`src/hdl/arpc_pkg.sv`:
```
// Shared types and codes for the ARP neighbor cache.
package arpc_pkg;

  // Field widths of one transaction on each channel.
  localparam int unsigned IP_W    = 32;
  localparam int unsigned MAC_W   = 48;
  localparam int unsigned COUNT_W = 5;
  localparam int unsigned ENTRY_W = IP_W + MAC_W;

  // Operation codes of an input transaction.
  localparam logic OP_LEARN  = 1'b0;
  localparam logic OP_LOOKUP = 1'b1;

  // Status codes of a result transaction.
  localparam logic [1:0] ST_UPDATED  = 2'd0;
  localparam logic [1:0] ST_INSERTED = 2'd1;
  localparam logic [1:0] ST_FULL     = 2'd2;
  localparam logic [1:0] ST_LOOKUP   = 2'd3;

  // One input transaction.
  typedef struct packed {
    logic             operation;
    logic [IP_W-1:0]  ip_address;
    logic [MAC_W-1:0] mac_address;
  } in_item_t;

  // One result transaction.
  typedef struct packed {
    logic [1:0]         status;
    logic               hit;
    logic [MAC_W-1:0]   mac_found;
    logic [COUNT_W-1:0] entry_count;
  } out_item_t;

endpackage

```
`src/hdl/arpc_if.sv`:
```
// Valid/ready channel interfaces for the ARP neighbor cache.
interface arpc_in_if;
  logic              valid;
  logic              ready;
  arpc_pkg::in_item_t data;

  modport source (output valid, output data, input ready);
  modport sink   (input valid, input data, output ready);
endinterface

interface arpc_out_if;
  logic               valid;
  logic               ready;
  arpc_pkg::out_item_t data;

  modport source (output valid, output data, input ready);
  modport sink   (input valid, input data, output ready);
endinterface

```
`src/hdl/arpc_ram.sv`:
```
// Generic single-write, single-read RAM with a registered read port.
module arpc_ram #(
  parameter int unsigned WIDTH = 8,
  parameter int unsigned DEPTH = 16
) (
  input  logic                                   clk,
  input  logic                                   we,
  input  logic [((DEPTH > 1) ? $clog2(DEPTH) : 1)-1:0] waddr,
  input  logic [WIDTH-1:0]                       wdata,
  input  logic                                   re,
  input  logic [((DEPTH > 1) ? $clog2(DEPTH) : 1)-1:0] raddr,
  output logic [WIDTH-1:0]                       rdata
);

  logic [WIDTH-1:0] mem [DEPTH];
  logic [WIDTH-1:0] rdata_r;

  // Write port and registered read port.
  always_ff @(posedge clk) begin
    if (we) begin
      mem[waddr] <= wdata;
    end
    if (re) begin
      rdata_r <= mem[raddr];
    end
  end

  assign rdata = rdata_r;

endmodule

```
`src/hdl/arp_neighbor_cache_core.sv`:
```
// Top level of the ARP neighbor cache: entry RAM, valid bits and scan sequencer.
//
//   Channel  Direction  Transaction content
//   -------  ---------  ------------------------------------------------------
//   in_ch    sink       operation, ip_address, mac_address
//   out_ch   source     status, hit, mac_found, entry_count
//
// Each transaction is accepted in S_IDLE, scanned in S_SCAN with one read per
// entry through the single read port of the entry RAM, compared as each read
// returns, and finished in S_FINISH. No new input is taken until its result is posted.
// Reset clears the valid bits and the entry count at once; no clearing pass.
// A finished result waits in the output register; while it is not taken, the
// next transaction's scan completes and then holds until the register frees.
module arp_neighbor_cache_core #(
  parameter int unsigned TABLE_ENTRIES = 16
) (
  input  logic              clk,
  input  logic              rst_n,
  arpc_in_if.sink           in_ch,
  arpc_out_if.source        out_ch
);
  import arpc_pkg::*;

  localparam int unsigned IDX_W = (TABLE_ENTRIES > 1) ? $clog2(TABLE_ENTRIES) : 1;
  localparam int unsigned CNT_W = $clog2(TABLE_ENTRIES + 1);
  localparam int unsigned EXT_W = (CNT_W > COUNT_W) ? CNT_W : COUNT_W;
  localparam logic [IDX_W-1:0] LAST_IDX = IDX_W'(TABLE_ENTRIES - 1);

  typedef enum logic [1:0] {
    S_IDLE,
    S_SCAN,
    S_FINISH
  } state_t;

  state_t                   state_r, state_nxt;
  logic [TABLE_ENTRIES-1:0] valid_r, valid_nxt;
  logic [CNT_W-1:0]         count_r, count_nxt;
  logic [IDX_W-1:0]         scan_idx_r, scan_idx_nxt;
  logic                     issue_on_r, issue_on_nxt;
  logic                     cmp_valid_r, cmp_valid_nxt;
  logic [IDX_W-1:0]         cmp_idx_r, cmp_idx_nxt;
  logic                     found_r, found_nxt;
  logic [IDX_W-1:0]         match_idx_r, match_idx_nxt;
  logic [MAC_W-1:0]         match_mac_r, match_mac_nxt;
  logic                     free_found_r, free_found_nxt;
  logic [IDX_W-1:0]         free_idx_r, free_idx_nxt;
  in_item_t                 item_r, item_nxt;
  logic                     out_valid_r, out_valid_nxt;
  out_item_t                out_data_r, out_data_nxt;

  logic                     ram_we;
  logic [IDX_W-1:0]         ram_waddr;
  logic [ENTRY_W-1:0]       ram_wdata;
  logic                     ram_re;
  logic [ENTRY_W-1:0]       ram_rdata;
  logic [IP_W-1:0]          rd_ip;
  logic [MAC_W-1:0]         rd_mac;
  logic [EXT_W-1:0]         count_ext;

  // Entry RAM holds the address and MAC of every entry.
  arpc_ram #(
    .WIDTH (ENTRY_W),
    .DEPTH (TABLE_ENTRIES)
  ) u_entry_ram (
    .clk   (clk),
    .we    (ram_we),
    .waddr (ram_waddr),
    .wdata (ram_wdata),
    .re    (ram_re),
    .raddr (scan_idx_r),
    .rdata (ram_rdata)
  );

  assign rd_ip  = ram_rdata[ENTRY_W-1:MAC_W];
  assign rd_mac = ram_rdata[MAC_W-1:0];
  assign ram_re = (state_r == S_SCAN) && issue_on_r;

  assign in_ch.ready  = (state_r == S_IDLE);
  assign out_ch.valid = out_valid_r;
  assign out_ch.data  = out_data_r;

  // Next-state logic: scan issue, compare stage and finishing write.
  always_comb begin
    state_nxt      = state_r;
    valid_nxt      = valid_r;
    count_nxt      = count_r;
    scan_idx_nxt   = scan_idx_r;
    issue_on_nxt   = issue_on_r;
    cmp_valid_nxt  = 1'b0;
    cmp_idx_nxt    = scan_idx_r;
    found_nxt      = found_r;
    match_idx_nxt  = match_idx_r;
    match_mac_nxt  = match_mac_r;
    free_found_nxt = free_found_r;
    free_idx_nxt   = free_idx_r;
    item_nxt       = item_r;
    out_valid_nxt  = out_valid_r;
    out_data_nxt   = out_data_r;
    ram_we         = 1'b0;
    ram_waddr      = match_idx_r;
    ram_wdata      = {item_r.ip_address, item_r.mac_address};
    count_ext      = '0;

    // The output register empties when the sink takes the result.
    if (out_valid_r && out_ch.ready) begin
      out_valid_nxt = 1'b0;
    end

    case (state_r)
      S_IDLE: begin
        if (in_ch.valid) begin
          item_nxt       = in_ch.data;
          scan_idx_nxt   = '0;
          issue_on_nxt   = 1'b1;
          found_nxt      = 1'b0;
          free_found_nxt = 1'b0;
          state_nxt      = S_SCAN;
        end
      end

      S_SCAN: begin
        // Issue one read per cycle until the last entry has been addressed.
        if (issue_on_r) begin
          cmp_valid_nxt = 1'b1;
          if (scan_idx_r == LAST_IDX) begin
            issue_on_nxt = 1'b0;
          end else begin
            scan_idx_nxt = scan_idx_r + IDX_W'(1);
          end
        end
        // Compare the entry read in the previous cycle.
        if (cmp_valid_r) begin
          if (valid_r[cmp_idx_r] && (rd_ip == item_r.ip_address) && !found_r) begin
            found_nxt     = 1'b1;
            match_idx_nxt = cmp_idx_r;
            match_mac_nxt = rd_mac;
          end
          if (!valid_r[cmp_idx_r] && !free_found_r) begin
            free_found_nxt = 1'b1;
            free_idx_nxt   = cmp_idx_r;
          end
          if (cmp_idx_r == LAST_IDX) begin
            state_nxt = S_FINISH;
          end
        end
      end

      S_FINISH: begin
        // Write back a learned entry and post the result once the output register is free.
        if (!out_valid_r || out_ch.ready) begin
          out_data_nxt.hit       = 1'b0;
          out_data_nxt.mac_found = '0;
          if (item_r.operation == OP_LOOKUP) begin
            out_data_nxt.status = ST_LOOKUP;
            if (found_r) begin
              out_data_nxt.hit       = 1'b1;
              out_data_nxt.mac_found = match_mac_r;
            end
          end else if (found_r) begin
            ram_we              = 1'b1;
            ram_waddr           = match_idx_r;
            out_data_nxt.status = ST_UPDATED;
          end else if (free_found_r) begin
            ram_we                  = 1'b1;
            ram_waddr               = free_idx_r;
            valid_nxt[free_idx_r]   = 1'b1;
            count_nxt               = count_r + CNT_W'(1);
            out_data_nxt.status     = ST_INSERTED;
          end else begin
            out_data_nxt.status = ST_FULL;
          end
          count_ext                = EXT_W'(count_nxt);
          out_data_nxt.entry_count = count_ext[COUNT_W-1:0];
          out_valid_nxt            = 1'b1;
          state_nxt                = S_IDLE;
        end
      end

      default: begin
        state_nxt = S_IDLE;
      end
    endcase
  end

  // State and registered outputs; only control state is reset.
  always_ff @(posedge clk) begin
    if (!rst_n) begin
      state_r      <= S_IDLE;
      valid_r      <= '0;
      count_r      <= '0;
      issue_on_r   <= 1'b0;
      cmp_valid_r  <= 1'b0;
      found_r      <= 1'b0;
      free_found_r <= 1'b0;
      out_valid_r  <= 1'b0;
    end else begin
      state_r      <= state_nxt;
      valid_r      <= valid_nxt;
      count_r      <= count_nxt;
      issue_on_r   <= issue_on_nxt;
      cmp_valid_r  <= cmp_valid_nxt;
      found_r      <= found_nxt;
      free_found_r <= free_found_nxt;
      out_valid_r  <= out_valid_nxt;
    end
    scan_idx_r  <= scan_idx_nxt;
    cmp_idx_r   <= cmp_idx_nxt;
    match_idx_r <= match_idx_nxt;
    match_mac_r <= match_mac_nxt;
    free_idx_r  <= free_idx_nxt;
    item_r      <= item_nxt;
    out_data_r  <= out_data_nxt;
  end

endmodule

```
`src/flat_wrapper.sv`:
```
// flat-port wrapper written by rule: the top's interface ports become plain ports
module arp_neighbor_cache_core_flat import arpc_pkg::*;
#(
  parameter int unsigned TABLE_ENTRIES = 16
)
  (clk, rst_n, in_ch_valid, in_ch_data, in_ch_ready, out_ch_valid, out_ch_data, out_ch_ready);
  arpc_in_if in_ch_i ();
  arpc_out_if out_ch_i ();
  input  logic clk;
  input  logic rst_n;
  input wire logic [$bits(in_ch_i.valid)-1:0] in_ch_valid;
  input wire logic [$bits(in_ch_i.data)-1:0] in_ch_data;
  output wire logic [$bits(in_ch_i.ready)-1:0] in_ch_ready;
  output wire logic [$bits(out_ch_i.valid)-1:0] out_ch_valid;
  output wire logic [$bits(out_ch_i.data)-1:0] out_ch_data;
  input wire logic [$bits(out_ch_i.ready)-1:0] out_ch_ready;
  assign in_ch_i.valid = in_ch_valid;
  assign in_ch_i.data = in_ch_data;
  assign in_ch_ready = in_ch_i.ready;
  assign out_ch_valid = out_ch_i.valid;
  assign out_ch_data = out_ch_i.data;
  assign out_ch_i.ready = out_ch_ready;
  arp_neighbor_cache_core #(.TABLE_ENTRIES(TABLE_ENTRIES)) u_core (.clk(clk), .rst_n(rst_n), .in_ch(in_ch_i), .out_ch(out_ch_i));
endmodule
```
`config.mk`:
```
export PLATFORM = sky130hd
export DESIGN_NAME = arp_neighbor_cache_core_flat
export DESIGN_NICKNAME = d
export VERILOG_FILES = /design/src/hdl/arpc_pkg.sv /design/src/hdl/arpc_if.sv /design/src/hdl/arpc_ram.sv /design/src/hdl/arp_neighbor_cache_core.sv /design/src/flat_wrapper.sv
export SDC_FILE = /design/constraint.sdc
export NUM_CORES = 1
export LEC_CHECK = 0
export BUFFER_PORTS_ARGS = -buffer_cell sky130_fd_sc_hd__buf_2
export CORE_ASPECT_RATIO = 0.8
export CORE_MARGIN = 5
export CORE_UTILIZATION = 50
export DETAILED_ROUTE_END_ITERATION = 8
export GPL_TIMING_DRIVEN = 0
export PLACE_DENSITY_LB_ADDON = 0.3
export RECOVER_POWER = 50
export SYNTH_ARGS = -nofsm -noshare
export SYNTH_HDL_FRONTEND = slang
export SYNTH_SLANG_ARGS = --single-unit
export TNS_END_PERCENT = 100
```
`constraint.sdc`:
```
create_clock -name clk -period 11.15 [get_ports clk]
set_input_delay 1.115 -clock clk [delete_from_list [all_inputs] [get_ports clk]]
set_output_delay 1.115 -clock clk [all_outputs]
set_load 0.02 [all_outputs]
```
Word-level counts from Yosys, hierarchy flattened
Memories as Yosys holds them, arrays and structs flattened. A register that Yosys moved wholly into a read port is not among the register bits.
Cells that the tools add are included.

operators by class
  $add $sub $neg = 2
  magnitude comparators = 3
  eq/ne operators = 13
  muxes and demuxes = 46
  bitwise operators = 3
  reduce and logical (&&, ||, !) cells = 25

operators by type and width
  kind                 number
  $mux 49              1
  $eq 32x32->1         1
  $mux 4               8
  $mux 1               21
  $or 16x16->16        1
  $reduce_and 4->1     4
  $mux 5               3
  $mux 2               6
  $lt 4x5->1 const B   2
  $ne 2x2->1 const B   5
  $reduce_and 2->1     5
  $eq 4x4->1 const B   2
  $pmux 4 s2           1
  $logic_and 1x1->1    6
  $ne 2x1->1 const B   3
  $pmux 1 s2           3
  $pmux 2 s3           1
  $reduce_and 3->1     2
  $add 5x1->5 const B  1
  $reduce_and 5->1     1
  $add 4x1->4 const B  1
  $bmux 1 s4           1
  $demux 1 s4          1
  $ge 4x1->1 const B   1
  7 further kinds      11

storage, ports and cells
  register bits after elaboration = 229
  RAM bits = 1280
  bits of input ports = 85
  output and inout bits = 58
  word-level logic and storage cells = 113
  memories = 1

memories
  name                    words  width  read ports  clocked after Yosys merged registers in  wr ports  line            RTL
  u_core.u_entry_ram.mem  16     80     1           1                                        1         arpc_ram.sv:15  logic [WIDTH-1:0] mem [DEPTH];

Logic depth before layout (Yosys ltp)
  depth in word-level cells = 7
  gate-level depth with buffers = 7
  gate-level depth less buffers = 5

Hierarchy
From an unflattened synthesis, not the netlist that was laid out.

second synthesis, totals
  cell total of the unflattened synthesis = 2517
  area, all modules = 58454.8 µm²

by module, submodules not included
  module                   instances  cells each  area an instance (µm²)
  arpc_ram                 1          2054        50257.0
  arp_neighbor_cache_core  1          463         8197.9

Worst setup path before layout
Ideal clock, no wire load.

  path type = reg-to-reg
  start = register u_core.item_r[70] (netlist name)
  end = register u_core.match_idx_r[0], enable pin
  library setup time = 591 ps
  arrival time = 6269 ps
  data required time = 10559 ps
  path slack = 4290 ps
  cell stages (with the launch flop) = 5
  period minus slack after synthesis = 6860 ps
  cell sequence = edfxtp_1 -> xor2_1 -> nor4_1 -> nand3_4 -> nor4_1

between the ends
  cells in the longest elaborated chain, start to end = 4

ends and longest elaborated chain
  what                             line                            RTL
  start: declaration               arp_neighbor_cache_core.sv:47   in_item_t item_r, item_nxt;
  start signal: assignment         arp_neighbor_cache_core.sv:211  item_r <= item_nxt;
  $eq 32x32->1                     arp_neighbor_cache_core.sv:133  if (valid_r[cmp_idx_r] && (rd_ip == item_r.ip_address) && !found_r) begin
  $logic_and 1x1->1 (2 in series)  arp_neighbor_cache_core.sv:133
  $reduce_and 3->1 (no line)       -
  end signal: assignment           arp_neighbor_cache_core.sv:208  match_idx_r <= match_idx_nxt;
  end: declaration                 arp_neighbor_cache_core.sv:43   logic [IDX_W-1:0] match_idx_r, match_idx_nxt;

Every way passes these cells.
A chain may end at the register's enable or synchronous reset.

Worst setup path in the final report
  start = register u_core.found_r
  end = memory u_core.u_entry_ram.mem[8][36] (netlist name), enable pin

between the ends
  cells in the longest elaborated chain, start to end = 6
  elaborated cells on any way between the ends = 10

ends and longest elaborated chain
  what                          line                            RTL
  start: declaration            arp_neighbor_cache_core.sv:42   logic found_r, found_nxt;
  start signal: assignment      arp_neighbor_cache_core.sv:202  found_r <= found_nxt;
  $mux 1                        arp_neighbor_cache_core.sv:159  end else if (found_r) begin
  $mux 1                        arp_neighbor_cache_core.sv:153  if (item_r.operation == OP_LOOKUP) begin
  $mux 1                        arp_neighbor_cache_core.sv:150  if (!out_valid_r || out_ch.ready) begin
  $mux 1                        arp_neighbor_cache_core.sv:109  case (state_r)
  $mux 1                        arpc_ram.sv:20                  if (we) begin
  $mux 1 (implied by the code)  arpc_ram.sv:21                  mem[waddr] <= wdata;
  end: declaration              arpc_ram.sv:15

Parallel ways exist; a longest one is shown, timed or not.

==> impl.org <==
** Detailed routing
- Vias per cell :: 6.15
- Total Wirelength :: 139000 µm
- Number of search-and-repair iterations in the first detailed-routing pass :: 5
- For this run, design rule violations remaining after detail routing come to 0.
- Once detail routing completed, the nets flagged for antenna violations numbered 0.
- Total via count after detailed routing :: 26.9k
- Initial DRC count :: 3413
- In the final routed layout, each cell accounts on average for 31.6 µm.

** Critical path
- The setup check on the worst reg-to-reg path leaves a slack of 6250 ps.
- Highest-delay cell along the critical path :: sky130_fd_sc_hd__nor3b_1
- The critical path is of the flop to flop type.
- The cell family contributing the most delay on the critical path is simple AND/OR/NAND/NOR gates.
- Worst Path Arrival :: 5330 ps
- Critical path required time :: 11580 ps
- Together, buffers and inverters on the worst path number 5.
- Among the stages of the critical path, the cell type that occurs most often is sky130_fd_sc_hd__buf_12.
- CP Capture Type :: flop
- Walking the worst path, the cells encountered are clkbuf_1 > nor3b_1 > nand3_1 > clkbuf_1 > o21ai_1 > o21ai_1 > nor2_4 > buf_12 > buf_12 > buf_12.
- Peak fanout along the critical path :: 21
- The largest single stage delay on the critical path is 1080 ps.
- The worst setup path is launched from a flop.

** Floorplanning
- Total I/O pin count :: 143
- Horiz. Die Dim :: 393 µm
- Height of the chip :: 316 µm
- Initial cell density of the core :: 0.503
- DIE AREA :: 124000 µm²
- The total area inside the core boundary comes to 117000 µm².
- The floorplan has 112 rows.

** Layout
- Once layout is complete, the utilization of the core stands at 0.578.
- For this run, the post-layout net count is 2803.
- Total non-filler cell area in the finished layout :: 67400 µm²
- Area growth syn-to-layout :: 15.0%
- Fill cells in the final layout number 8171.
- Fraction of layout cells with a size suffix above 1 :: 0.304

** Power
- Of the total power, registers draw 0.552.
- Internal :: 9590 µW
- Combinational share of power :: 0.051
- In this run the power density over the cells is 180 nW/µm².
- Of the total power, the share spent switching nets is 0.210.
- For this design the static power due to leakage is 0.0210 µW.
- Across the VDD grid, the largest voltage drop is 0.123 mV.
- Overall power consumption after layout is estimated at 12100 µW.
- Clock group share of total power :: 0.397
- Summed over all nets, the switching power comes to 2550 µW.

** Synthesis
- The largest total area in the synthesized netlist belongs to sky130_fd_sc_hd__edfxtp_1.
- In this run, synthesis inferred 1557 flip-flops with an integrated enable.
- Post-Syn Area per Cell :: 25.0 µm²
- The netlist uses 45 different library cells.
- In this run, synthesis produced a sequential element count of 1589.
- Share of the synthesized area in the top cell type :: 0.797
- Of the synthesized area, sequential elements account for 0.808.
- By area the synthesized netlist is led by sky130_fd_sc_hd__edfxtp_1 80%, sky130_fd_sc_hd__mux4_2 15%, sky130_fd_sc_hd__dfxtp_1 1.1%.
- The commonest cells after synthesis are 1557 x sky130_fd_sc_hd__edfxtp_1, 400 x sky130_fd_sc_hd__mux4_2, 55 x sky130_fd_sc_hd__clkbuf_1.
- Netlist Area Pre-Place :: 58600 µm²
- Yosys printed 0 warnings.
- By instance count, the leading cell after synthesis is sky130_fd_sc_hd__edfxtp_1.
- Post-synth ARST share :: 0
- Synthesized instance count :: 2346
- Synthesized netlist net count :: 2433
- The most used flip-flop cell after synthesis is sky130_fd_sc_hd__edfxtp_1.

** Timing
- Static timing analysis puts the maximum clock frequency at 0.204 GHz.
- Pins Over Slew Limit :: 105
- Of the available clock period, the critical path in the final layout requires 0.439.
- Setup violations remaining at the end of the flow were counted as 0.
- Across all setup checks in the final design, the least slack found is 6250 ps.
- Between clock sinks in the finished design, the worst skew comes to 28.4 ps.
- The number of endpoints with negative hold slack in the final report is 0.
- Worst-margin pin slew :: 3320 ps
- Max-slew headroom :: -1.21
- Setup total negative slack on the finished layout was measured at 0 ps.
- Post-layout min period :: 4900 ps
- Setup repair after global routing left no endpoint under its margin.

** CTS
- Clock-pin slew was measured on the worst setup and hold paths at 60 ps.
- Number of buffers on the longest clock path :: 3
- Buffers inserted to repair hold after CTS numbered 0.
- Cts bufs inserted :: 148
- The later pin in the worst-skew pair is clocked with a latency of 760 ps.
- The tree built by TritonCTS fans out to 1589 sinks.
- Post-CTS repair changed the size of 0 cells.
- TritonCTS built the clock tree.
- Clock tree synthesis selected as its root buffer the cell sky130_fd_sc_hd__clkbuf_16.
- Post-CTS timing repair inserted 0 buffers for setup.
- The H-tree was split into 4 levels.

** Min path
- Min-delay worst type :: flop to flop

** Status
- The checks that failed: max-capacitance violations, max-slew violations.
- The flow ran to the end, but the final reports show violations.

** Global routing
- Antenna violations before repair :: 5
- In the global route stage, overall resource usage came out at 0.225.
- The first global-routing pass estimated 196000 µm of wire.
- Pin count of the biggest net entering global routing :: 50
- Number of global-route vias before repair :: 27.4k
- Congestion Overflow GR :: 0

** Place
- Placement-stage worst setup slack :: 6390 ps
- In this run the cell area measured after placement is 62900 µm².
- Final estimated routing congestion in global placement :: 0.767
- Post-detailed-placement half-perimeter wirelength :: 85500 µm
- In this run the tool buffered the top-level ports with 142 buffer cells.

** Job
- The tool flagged a number of max-cap violations equal to 4.
==> path summary, 6_finish.rpt <==
kind                              start                       endpoint  cells after the start
setup reg to reg         u_core.found_r  u_core.u_entry_ram.mem[8][36]                     10
setup / recovery         u_core.found_r  u_core.u_entry_ram.mem[8][36]                     10
hold / removal    u_core.cmp_idx_nxt[3]            u_core.cmp_idx_r[3]                      0
hold reg to reg   u_core.cmp_idx_nxt[3]            u_core.cmp_idx_r[3]                      0
==> power by group through the flow <==
stage	Clock (µW)	Sequential (µW)	Combinational, µW
floorplan	0	6790	430
global placement	0	6820	619
detailed placement	0	6820	634
CTS	4900	6690	636
global route	5150	6700	661
finish	4820	6700	624
==> stage by stage <==
stage	instances	hold WS, ps
floorplan	2346	346
global placement	4027	357
detailed placement	4105	356
CTS	4377	370
global route	4377	374
finish	4380	369
==> layout by cell type, fill, tap and decap left out, types with 6 or more instances in the layout <==
cell type,synthesis,routed
sky130_fd_sc_hd__a21oi_1,9,9
sky130_fd_sc_hd__a31oi_1,8,8
sky130_fd_sc_hd__and3_1,53,53
sky130_fd_sc_hd__buf_1,11,11
sky130_fd_sc_hd__buf_12,0,56
sky130_fd_sc_hd__buf_16,0,10
sky130_fd_sc_hd__buf_2,10,120
sky130_fd_sc_hd__buf_4,21,29
sky130_fd_sc_hd__buf_6,10,11
sky130_fd_sc_hd__bufinv_16,0,6
sky130_fd_sc_hd__clkbuf_1,55,113
sky130_fd_sc_hd__clkbuf_16,0,153
sky130_fd_sc_hd__clkinv_1,0,37
sky130_fd_sc_hd__clkinv_2,0,33
sky130_fd_sc_hd__clkinvlp_4,0,7
sky130_fd_sc_hd__dfxtp_1,32,32
sky130_fd_sc_hd__edfxtp_1,1557,1557
sky130_fd_sc_hd__inv_6,0,7
sky130_fd_sc_hd__mux4_2,400,400
sky130_fd_sc_hd__nand2_1,14,14
sky130_fd_sc_hd__nand4_1,6,6
sky130_fd_sc_hd__nor2_1,41,25
sky130_fd_sc_hd__nor2_4,0,16
sky130_fd_sc_hd__nor3_1,6,6
sky130_fd_sc_hd__o21a_1,10,10
sky130_fd_sc_hd__xnor2_1,18,18
sky130_fd_sc_hd__xor2_1,21,21
==> cell type report <==
type	count	area [µm²]	area share
sequential	1589	47400	0.703
multi-input combinational	643	10800	0.160
buffer	107	562	0.00833
inverter	7	28.8	0.000427
clock buffer	178	3940	0.0585
timing repair buffer	220	2160	0.0320
tap	1539	1930	0.0286
clock inverter	94	659	0.00978
antenna	3	7.51	0.000111
==> registers in the layout (all words and copies together) (netlist names) <==
| register | cells |
|---|---|
| u_core.valid_r | 16 |
| u_core.found_r | 1 |
| u_core.cmp_idx_r | 4 |
| u_core.match_idx_r | 4 |
| u_core.match_mac_r | 48 |
| u_core.out_ch.data | 56 |
| u_core.cmp_idx_nxt | 4 |
| u_core.item_r | 81 |
| u_core.issue_on_r | 1 |
| u_core.count_r | 5 |
| u_core.out_ch.valid | 1 |
| u_core.u_entry_ram.mem | 1280 |
| u_core.free_idx_r | 4 |
| u_core.cmp_valid_r | 1 |
| u_core.state_r | 2 |
| u_core.u_entry_ram.rdata | 80 |
| u_core.free_found_r | 1 |
==> logic make-up after synthesis <==
logic type / Yosys count / share of synthesized area
AND/OR/NAND/NOR: 155 / 0.0147
flip-flops: 1589 / 0.808
AO/OA/AOI/OAI: 37 / 0.00397
adder cells (fa/ha/maj): 2 / 0.000427
multiplexers: 410 / 0.157
buffers and inverters: 114 / 0.0101
XOR/XNOR: 39 / 0.00583
==> worst register-to-register path: stages, from the launching register on <==
cell and delay, ps:
sky130_fd_sc_hd__dfxtp_1 290, sky130_fd_sc_hd__clkbuf_1 490, sky130_fd_sc_hd__nor3b_1 1080, sky130_fd_sc_hd__nand3_1 370, sky130_fd_sc_hd__clkbuf_1 330, sky130_fd_sc_hd__o21ai_1 170
sky130_fd_sc_hd__o21ai_1 320, sky130_fd_sc_hd__nor2_4 720, sky130_fd_sc_hd__buf_12 290, sky130_fd_sc_hd__buf_12 230, sky130_fd_sc_hd__buf_12 250
==> metal layers <==
metal,up-vias,share of wire,GRT usage
met2,1550,0.48,0.352
met3,193,0.11,0.0598
met4,0,0.021,0.0570
met1,14400,0.40,0.323
met5,-,0,0
li1,10800,-,-
Note: power is estimated with default switching activity, not from simulation.
